### config.mk
export PLATFORM = sky130hd
export DESIGN_NAME = rbiu_ctrl
export DESIGN_NICKNAME = d
export VERILOG_FILES = /design/src/rtl/core/rbiu_pkg.sv /design/src/rtl/core/rbiu_ctrl.sv
export SDC_FILE = /design/constraint.sdc
export NUM_CORES = 1
export LEC_CHECK = 0
export ABC_AREA = 0
export ABC_CLOCK_PERIOD_IN_PS = 2320
export BUFFER_PORTS_ARGS = -buffer_cell sky130_fd_sc_hd__buf_2
export CORE_AREA = 2 2 58 60
export DETAILED_ROUTE_END_ITERATION = 16
export DIE_AREA = 0 0 60 62
export PLACE_DENSITY = 0.72
export RECOVER_POWER = 100
export SETUP_SLACK_MARGIN = 0.02
export SYNTH_ARGS = -nofsm -noshare
export SYNTH_HDL_FRONTEND = slang
export SYNTH_SLANG_ARGS = --single-unit
### constraint.sdc
create_clock -name clock -period 2.32 [get_ports clock]
set_input_delay 0 -clock clock [delete_from_list [all_inputs] [get_ports clock]]
set_output_delay 0 -clock clock [all_outputs]
set_load 0.02 [all_outputs]
### src/rtl/core/rbiu_pkg.sv
package rbiu_pkg;

   localparam int DEF_FRAC_BITS   = 16;
   localparam int DEF_VALUE_WIDTH = 32;

   localparam int MASS_W        = 32;
   localparam int INER_W        = 21;
   localparam int INER_ROW_W    = 3 * INER_W;
   localparam int CSR_IDX_W     = 2;
   localparam int CSR_DATA_W    = INER_ROW_W;
   localparam int REQ_TYPE_W    = 3;
   localparam int TINY_LIM_BITS = 15;

   // operation codes carried by req_type
   localparam logic [REQ_TYPE_W-1:0] REQ_IMPULSE     = 3'd0;
   localparam logic [REQ_TYPE_W-1:0] REQ_ANG_IMPULSE = 3'd1;
   localparam logic [REQ_TYPE_W-1:0] REQ_ADD_VEL     = 3'd2;
   localparam logic [REQ_TYPE_W-1:0] REQ_SET_VEL     = 3'd3;
   localparam logic [REQ_TYPE_W-1:0] REQ_ADD_ANG     = 3'd4;
   localparam logic [REQ_TYPE_W-1:0] REQ_SET_ANG     = 3'd5;

   // register indexes
   localparam logic [CSR_IDX_W-1:0] CSR_MASS  = 2'd0;
   localparam logic [CSR_IDX_W-1:0] CSR_INER0 = 2'd1;
   localparam logic [CSR_IDX_W-1:0] CSR_INER1 = 2'd2;
   localparam logic [CSR_IDX_W-1:0] CSR_INER2 = 2'd3;

   typedef enum logic [1:0] {
      XS_VEC_A,
      XS_VEC_B,
      XS_INER
   } xsel_type;

   typedef enum logic [1:0] {
      YS_INV_MASS,
      YS_VEC_A,
      YS_CROSS
   } ysel_type;

   typedef enum logic [2:0] {
      OP_NONE,
      OP_LIN,
      OP_FIRST,
      OP_SUB,
      OP_ADD,
      OP_ANG
   } acc_op_type;

   typedef struct packed {
      logic                  mul_en;
      xsel_type              x_sel;
      logic [1:0]            x_idx;
      logic [1:0]            x_row;
      ysel_type              y_sel;
      logic [1:0]            y_idx;
      acc_op_type            op;
      logic [1:0]            dst;
      logic                  tiny_en;
      logic                  apply_en;
      logic [REQ_TYPE_W-1:0] apply_kind;
      logic                  out_load;
   } cmd_type;

   typedef struct packed {
      logic div_busy;
      logic out_free;
   } status_type;

endpackage

### src/rtl/core/rbiu_ctrl.sv
module rbiu_ctrl import rbiu_pkg::*; (
   input  logic                  clock,
   input  logic                  reset,
   input  logic                  req_valid,
   output logic                  req_ready,
   input  logic [REQ_TYPE_W-1:0] req_type,
   input  status_type            status,
   output cmd_type               cmd
);

   typedef enum logic [2:0] {
      ST_IDLE,
      ST_DIV_WAIT,
      ST_RUN,
      ST_DRAIN,
      ST_TINY,
      ST_APPLY,
      ST_FINISH
   } state_type;

   localparam logic [4:0] STEP_ANG  = 5'd3;
   localparam logic [4:0] STEP_LAST = 5'd17;

   function automatic cmd_type mul_cmd(input xsel_type xs, input logic [1:0] xi,
                                       input logic [1:0] xr, input ysel_type ys,
                                       input logic [1:0] yi, input acc_op_type op,
                                       input logic [1:0] dst);
      cmd_type c;
      c        = '0;
      c.mul_en = 1'b1;
      c.x_sel  = xs;
      c.x_idx  = xi;
      c.x_row  = xr;
      c.y_sel  = ys;
      c.y_idx  = yi;
      c.op     = op;
      c.dst    = dst;
      return c;
   endfunction

   // product schedule: linear kick, cross product, then inertia rows
   function automatic cmd_type step_cmd(input logic [4:0] step);
      cmd_type c;
      case (step)
         5'd0:  c = mul_cmd(XS_VEC_A, 2'd0, 2'd0, YS_INV_MASS, 2'd0, OP_LIN, 2'd0);
         5'd1:  c = mul_cmd(XS_VEC_A, 2'd1, 2'd0, YS_INV_MASS, 2'd0, OP_LIN, 2'd1);
         5'd2:  c = mul_cmd(XS_VEC_A, 2'd2, 2'd0, YS_INV_MASS, 2'd0, OP_LIN, 2'd2);
         5'd3:  c = mul_cmd(XS_VEC_B, 2'd1, 2'd0, YS_VEC_A, 2'd2, OP_FIRST, 2'd0);
         5'd4:  c = mul_cmd(XS_VEC_B, 2'd2, 2'd0, YS_VEC_A, 2'd1, OP_SUB, 2'd0);
         5'd5:  c = mul_cmd(XS_VEC_B, 2'd2, 2'd0, YS_VEC_A, 2'd0, OP_FIRST, 2'd1);
         5'd6:  c = mul_cmd(XS_VEC_B, 2'd0, 2'd0, YS_VEC_A, 2'd2, OP_SUB, 2'd1);
         5'd7:  c = mul_cmd(XS_VEC_B, 2'd0, 2'd0, YS_VEC_A, 2'd1, OP_FIRST, 2'd2);
         5'd8:  c = mul_cmd(XS_VEC_B, 2'd1, 2'd0, YS_VEC_A, 2'd0, OP_SUB, 2'd2);
         5'd9:  c = mul_cmd(XS_INER, 2'd0, 2'd0, YS_CROSS, 2'd0, OP_FIRST, 2'd0);
         5'd10: c = mul_cmd(XS_INER, 2'd1, 2'd0, YS_CROSS, 2'd1, OP_ADD, 2'd0);
         5'd11: c = mul_cmd(XS_INER, 2'd2, 2'd0, YS_CROSS, 2'd2, OP_ANG, 2'd0);
         5'd12: c = mul_cmd(XS_INER, 2'd0, 2'd1, YS_CROSS, 2'd0, OP_FIRST, 2'd1);
         5'd13: c = mul_cmd(XS_INER, 2'd1, 2'd1, YS_CROSS, 2'd1, OP_ADD, 2'd1);
         5'd14: c = mul_cmd(XS_INER, 2'd2, 2'd1, YS_CROSS, 2'd2, OP_ANG, 2'd1);
         5'd15: c = mul_cmd(XS_INER, 2'd0, 2'd2, YS_CROSS, 2'd0, OP_FIRST, 2'd2);
         5'd16: c = mul_cmd(XS_INER, 2'd1, 2'd2, YS_CROSS, 2'd1, OP_ADD, 2'd2);
         5'd17: c = mul_cmd(XS_INER, 2'd2, 2'd2, YS_CROSS, 2'd2, OP_ANG, 2'd2);
         default: c = '0;
      endcase
      return c;
   endfunction

   state_type             state_ff, state_in;
   logic [REQ_TYPE_W-1:0] kind_ff, kind_in;
   logic [4:0]            step_ff, step_in;
   cmd_type               cmd_ff, cmd_in;

   always_comb begin
      state_in = state_ff;
      kind_in  = kind_ff;
      step_in  = step_ff;
      cmd_in   = '0;
      case (state_ff)
         ST_IDLE: begin
            if (req_valid) begin
               kind_in = req_type;
               if (req_type == REQ_IMPULSE) begin
                  state_in = ST_DIV_WAIT;
                  step_in  = '0;
               end else if (req_type == REQ_ANG_IMPULSE) begin
                  state_in = ST_RUN;
                  step_in  = STEP_ANG;
               end else begin
                  state_in = ST_TINY;
               end
            end
         end
         ST_DIV_WAIT: begin
            if (!status.div_busy) begin
               state_in = ST_RUN;
            end
         end
         ST_RUN: begin
            cmd_in  = step_cmd(step_ff);
            step_in = step_ff + 1'b1;
            if (step_ff == STEP_LAST) begin
               state_in = ST_DRAIN;
            end
         end
         ST_DRAIN: state_in = ST_FINISH;
         ST_TINY: begin
            cmd_in.tiny_en = 1'b1;
            state_in       = ST_APPLY;
         end
         ST_APPLY: begin
            cmd_in.apply_en   = 1'b1;
            cmd_in.apply_kind = kind_ff;
            state_in          = ST_FINISH;
         end
         ST_FINISH: begin
            if (status.out_free) begin
               cmd_in.out_load = 1'b1;
               state_in        = ST_IDLE;
            end
         end
         default: state_in = ST_IDLE;
      endcase
   end

   always_ff @(posedge clock) begin
      kind_ff <= kind_in;
      step_ff <= step_in;
      if (reset) begin
         state_ff <= ST_IDLE;
         cmd_ff   <= '0;
      end else begin
         state_ff <= state_in;
         cmd_ff   <= cmd_in;
      end
   end

   assign req_ready = (state_ff == ST_IDLE);
   assign cmd       = cmd_ff;

endmodule

# Word level (Yosys, flattened, before mapping)
# Memories as Yosys holds them, arrays and structs flattened. A register that Yosys moved wholly into a read port is not among the register bits.
# Index checks and enable logic that the tools add are counted.
[word_totals]
regBits = 17
inputBits = 8
romBits = 512
memories = 1
elab_cells = 46
out_inout_bits = 23
[classes]
bitwise_logic = 1
n_reduce_logical = 8
add_sub_neg = 1
n_mux = 15
eq_ne = 13
[memory_table]
columns = ["name", "depth", "word_bits", "rd", "rd_clocked_by_memory_dff", "write_ports", "line", "source"]
rows = [
  ["(name not given)", 32, 16, 1, 1, 0, "rbiu_ctrl.sv:44", "case (step)"],
]
[ops]
columns = ["cell", "n"]
rows = [
  ["$mux 3", 6],
  ["$pmux 3 s6", 1],
  ["$mux 5", 3],
  ["$pmux 5 s2", 1],
  ["$eq 3x3->1 const B", 3],
  ["$ne 2x2->1 const B", 4],
  ["$pmux 4 s2", 1],
  ["$eq 3x1->1 const B", 2],
  ["$eq 3x2->1 const B", 2],
  ["$logic_not 3->1", 2],
  ["$add 5x1->5 const B", 1],
  ["$eq 5x5->1 const B", 1],
  ["$pmux 1 s2", 2],
  ["$reduce_and 4->1", 1],
  ["$reduce_or 2->1", 2],
  ["$ne 3x1->1 const B", 1],
  ["$reduce_and 3->1", 1],
  ["$reduce_and 2->1", 1],
  ["$reduce_bool 2->1", 1],
  ["$mux 1", 1],
  ["$not 1->1", 1],
]

# Longest topological paths before layout
[depth]
word_depth = 5
ltp_mapped = 6
ltp_nobuf = 6

# Least setup slack after synthesis
# Ideal clock, no wire load.
[synth_path]
path_kind = "reg-to-reg"
from = "register step_ff[1]"
to = "register state_ff[0]"
n_path_buf = 0
path_stages_with_launch = 7
arrival_ns = 1.874
required_time_ns = 2.250
setup_slack_ns = 0.376
setup_ns = 0.070
period_less_slack_ns = 1.944
cell_sequence = "edfxtp_1 inv_1 ha_1 or3b_1 o31a_1 or4_1 a21oi_1"
[synth_between]
elab_chain_len = 3
[synth_lines]
columns = ["item", "line", "source"]
rows = [
  ["from (decl)", "rbiu_ctrl.sv:70", "logic [4:0] step_ff, step_in;"],
  ["from (signal assigned)", "rbiu_ctrl.sv:127", "step_ff <= step_in;"],
  ["$eq 5x5->1", "rbiu_ctrl.sv:101", "if (step_ff == STEP_LAST) begin"],
  ["$ne 2x2->1 (no line)", "--", ""],
  ["$reduce_and 4->1 (no line)", "--", ""],
  ["to (signal assigned)", "rbiu_ctrl.sv:132", "state_ff <= state_in;"],
  ["to (decl)", "rbiu_ctrl.sv:68", "state_type state_ff, state_in;"],
]
# No other way between the ends.
# A chain may end at the register's enable or synchronous reset.

# Worst setup path in the final report
[layout_path]
from = "register step_ff[0]"
to = "register state_ff[0]"
# Same word-level chain as after synthesis.

==> flow_summary_export.csv <==
group,metric,value,unit
sta,rsz0062_at_grt,"false",
setup_path,critical-path-max-stage-delay,0.52,ns
synthesis,synth_cell_type_count,39,
floorplan,core,3179,sq um
flow_run,max-cap-violations,0,
synthesis,yosys.area.top_type_share,0.3072,
cells_and_area,num_antenna_cells,0,
route,detail_route.first_pass.iterations,4,
setup_path,cp.required,2.59,ns
setup_path,slowest_stage,"edfxtp_1",
synthesis,synthCells,163,
place,gp_congestion,0.8727,
route,drt_iter0_markers,57,
cts,clockBufferDepth,2,
cts,cts_tree,"built",
cells_and_area,final_util,0.5584,
global_routing,gr-total-overflow,0,
sta,worst_pin_slew,0.7679,ns
global_routing,grt_pass1_vias,1117,
setup_path,critPathArrivalTime,2.26,ns
place,port_buffers,30,
setup_path,crit_path_end_kind,"register",
place,dpl.hpwl,2.213,mm
sta,max_slew_margin,0.4841,
sta,setup_tns,0,ns
floorplan,start_util,0.4715,
synthesis,ys_warn_count,0,
cells_and_area,drive_gt1_frac,0.08040,
cts,clk_pin_slew,0.09,ns
synthesis,ys_seq_area_frac,0.4674,
setup_path,cp-start-kind,"register",
place,dp_cells,232,
sta,finalSetupViolations,0,
synthesis,netlist_top_cells_area,"dfxtp_1 (31%), edfxtp_1 (16%), ha_1 (7.5%)",
cts,cts_setup_buffers,0,
route,postRouteAntennaNets,0,
pwr,ir_drop,0.0004773,V
pwr,power,1.761,mW
cts,ctsResizeCount,0,
pwr,leakagePower,0.6742,nW
min_path,hold_end,"state_ff[0]",
min_path,worstHoldStart,"status[1]",
synthesis,syn_area_per_cell,9.196,sq um
synthesis,syn_nets,180,
floorplan,core.rowCount,21,
setup_path,crit_type,"reg -> reg",
cells_and_area,final_cells,245,
floorplan,die_width,60,um
global_routing,track_usage,0.1844,
cts,cts_made_buffers,5,
global_routing,grt_max_degree,23,
cts,htree_levels,2,
synthesis,syn-cell-area,1499,sq um
route,via_per_inst,5.208,
route,drt_wl_total,3.122,mm
setup_path,rr_endpoint,"state_ff[0]",
setup_path,crit_family,"simple AND/OR/NAND/NOR gates",
sta,report.final.hold_viol_count,0,
sta,layout_min_cycle_time,1.989,ns
route,wl_per_cell,12.74,um
setup_path,cp_num_buf_inv,0,
pwr,pwr_density_cell,991.7,nW/um^2
cts,clock_latency,0.33,ns
synthesis,netlist_top_cells_count,"dfxtp_1 (23), a21oi_1 (17), nor2_1 (15)",
synthesis,synth_edf_count,8,
global_routing,grt_antenna_before_repair,0,
synthesis,synthArstFlopShare,0,
setup_path,r2r_cells,5,
setup_path,r2r_slack,0.33,ns
run_status,status,"finished clean",
sta,slew_violations,0,
synthesis,ys_ff_latch,31,
global_routing,grt_pass1_wl,4.905,mm
setup_path,rr_startpoint,"step_ff[0]",
min_path,whs_path_depth,3,
cells_and_area,layout.nets,215,
floorplan,pin_count,31,
sta,setup_ws,0.3310,ns
floorplan,die_area,3720,sq um
setup_path,crit_chain,"ha_1 > or3b_1 > o31a_1 > or4_1 > a21oi_1",
sta,fin_crit_sh,0.8573,
place,dp_slack,0.3894,ns
synthesis,yosysTopAreaCell,"dfxtp_1",
min_path,hp-class,"in -> reg",
floorplan,die_height,62,um
cts,root_buffer,"clkbuf_4",
sta,fmax,0.5028,GHz
cts,cts.sinks,31,
cts,ctsHoldBuffers,5,
route,drc,0,
cells_and_area,area_growth,18.45,%
sta,skew,0.004350,ns
setup_path,crit_fanout,8,
synthesis,synth_most_common_cell,"dfxtp_1",
synthesis,ys.flop_type,"dfxtp_1",
route,num_vias,1276,
stage by stage:
stage,hold WS (ns),cell area (sq um)
floorplan,0.06907,1499
global placement,0.2063,1677
detailed placement,0.2090,1677
CTS,0.06008,1808
global route,0.06304,1775
finish,0.07488,1775
worst max-delay path by stage:
stage                     startpoint           to  slack, ns  depth (start not counted)
after floorplan           step_ff[1]  state_ff[0]       0.38                          6
after global placement    step_ff[0]  state_ff[0]       0.46                          5
after detailed placement  step_ff[0]  state_ff[0]       0.39                          5
after CTS                 step_ff[0]  state_ff[0]       0.36                          5
after global routing      step_ff[0]  state_ff[0]       0.28                          5
final                     step_ff[0]  state_ff[0]       0.33                          5
cell families (layout without fill, tap and decap cells):
kind of cell | after synthesis | in the layout | share of synthesized area
flip-flops | 31 | 31 | 0.4674
AO/OA/AOI/OAI | 39 | 39 | 0.1544
AND/OR/NAND/NOR | 63 | 63 | 0.2262
adder cells (fa/ha/maj) | 9 | 9 | 0.07513
multiplexers | 1 | 1 | 0.006678
buffers and inverters | 17 | 53 | 0.05258
XOR/XNOR | 3 | 3 | 0.01753
routing by layer:
| metal | vias up | wire (um) | GRT usage |
|---|---|---|---|
| li1 | 642 | - | - |
| met1 | 597 | 1395 | 0.2124 |
| met2 | 30 | 1514 | 0.2935 |
| met3 | 7 | 139 | 0.07039 |
| met4 | 0 | 72 | 0.1079 |
| met5 | - | 0 | 0 |
power breakdown:
group	leakage, nW	internal [mW]	total [mW]	switching, mW
logic	0.368	0.235	0.608	0.373
clock network	0.0464	0.211	0.397	0.185
registers	0.260	0.649	0.757	0.108
final cells by class:
| cell class | count | area [sq um] |
|---|---|---|
| clock inverters | 1 | 5.005 |
| clock buffers | 7 | 76.32 |
| fillers | 312 | 1404 |
| flip-flops and latches | 31 | 700.7 |
| inverters | 7 | 26.28 |
| multi-input cells | 115 | 719.4 |
| well taps | 46 | 57.56 |
| repair buffers | 38 | 190.2 |
cell usage in the layout, fill, tap and decap left out, types with 2 or more instances in the layout:
master and count:
and2_0 4, buf_2 4, nand2_1 11, and4b_1 2, edfxtp_1 8, nand3_1 5
a211oi_1 3, nor3_1 8, a31oi_1 2, buf_4 3, clkbuf_1 26, xnor2_1 2
o211ai_1 2, o21ai_0 9, nand2b_1 3, nor2b_1 4, ha_1 9, a21oi_1 17
dlygate4sd3_1 5, nor2_1 15, nand3b_1 3, or4_1 2, clkbuf_4 5, dfxtp_1 23
inv_1 6
state kept, by name, summed over array words and instances, names as in the netlist:
signal,count
cmd,20
state_ff,3
step_ff,5
kind_ff,3
worst register-to-register path, stage by stage, from the launching register on:
cell	delay, ns
edfxtp_1	0.52
ha_1	0.22
or3b_1	0.39
o31a_1	0.24
or4_1	0.40
a21oi_1	0.15
Power figures use the tool's default switching activity.
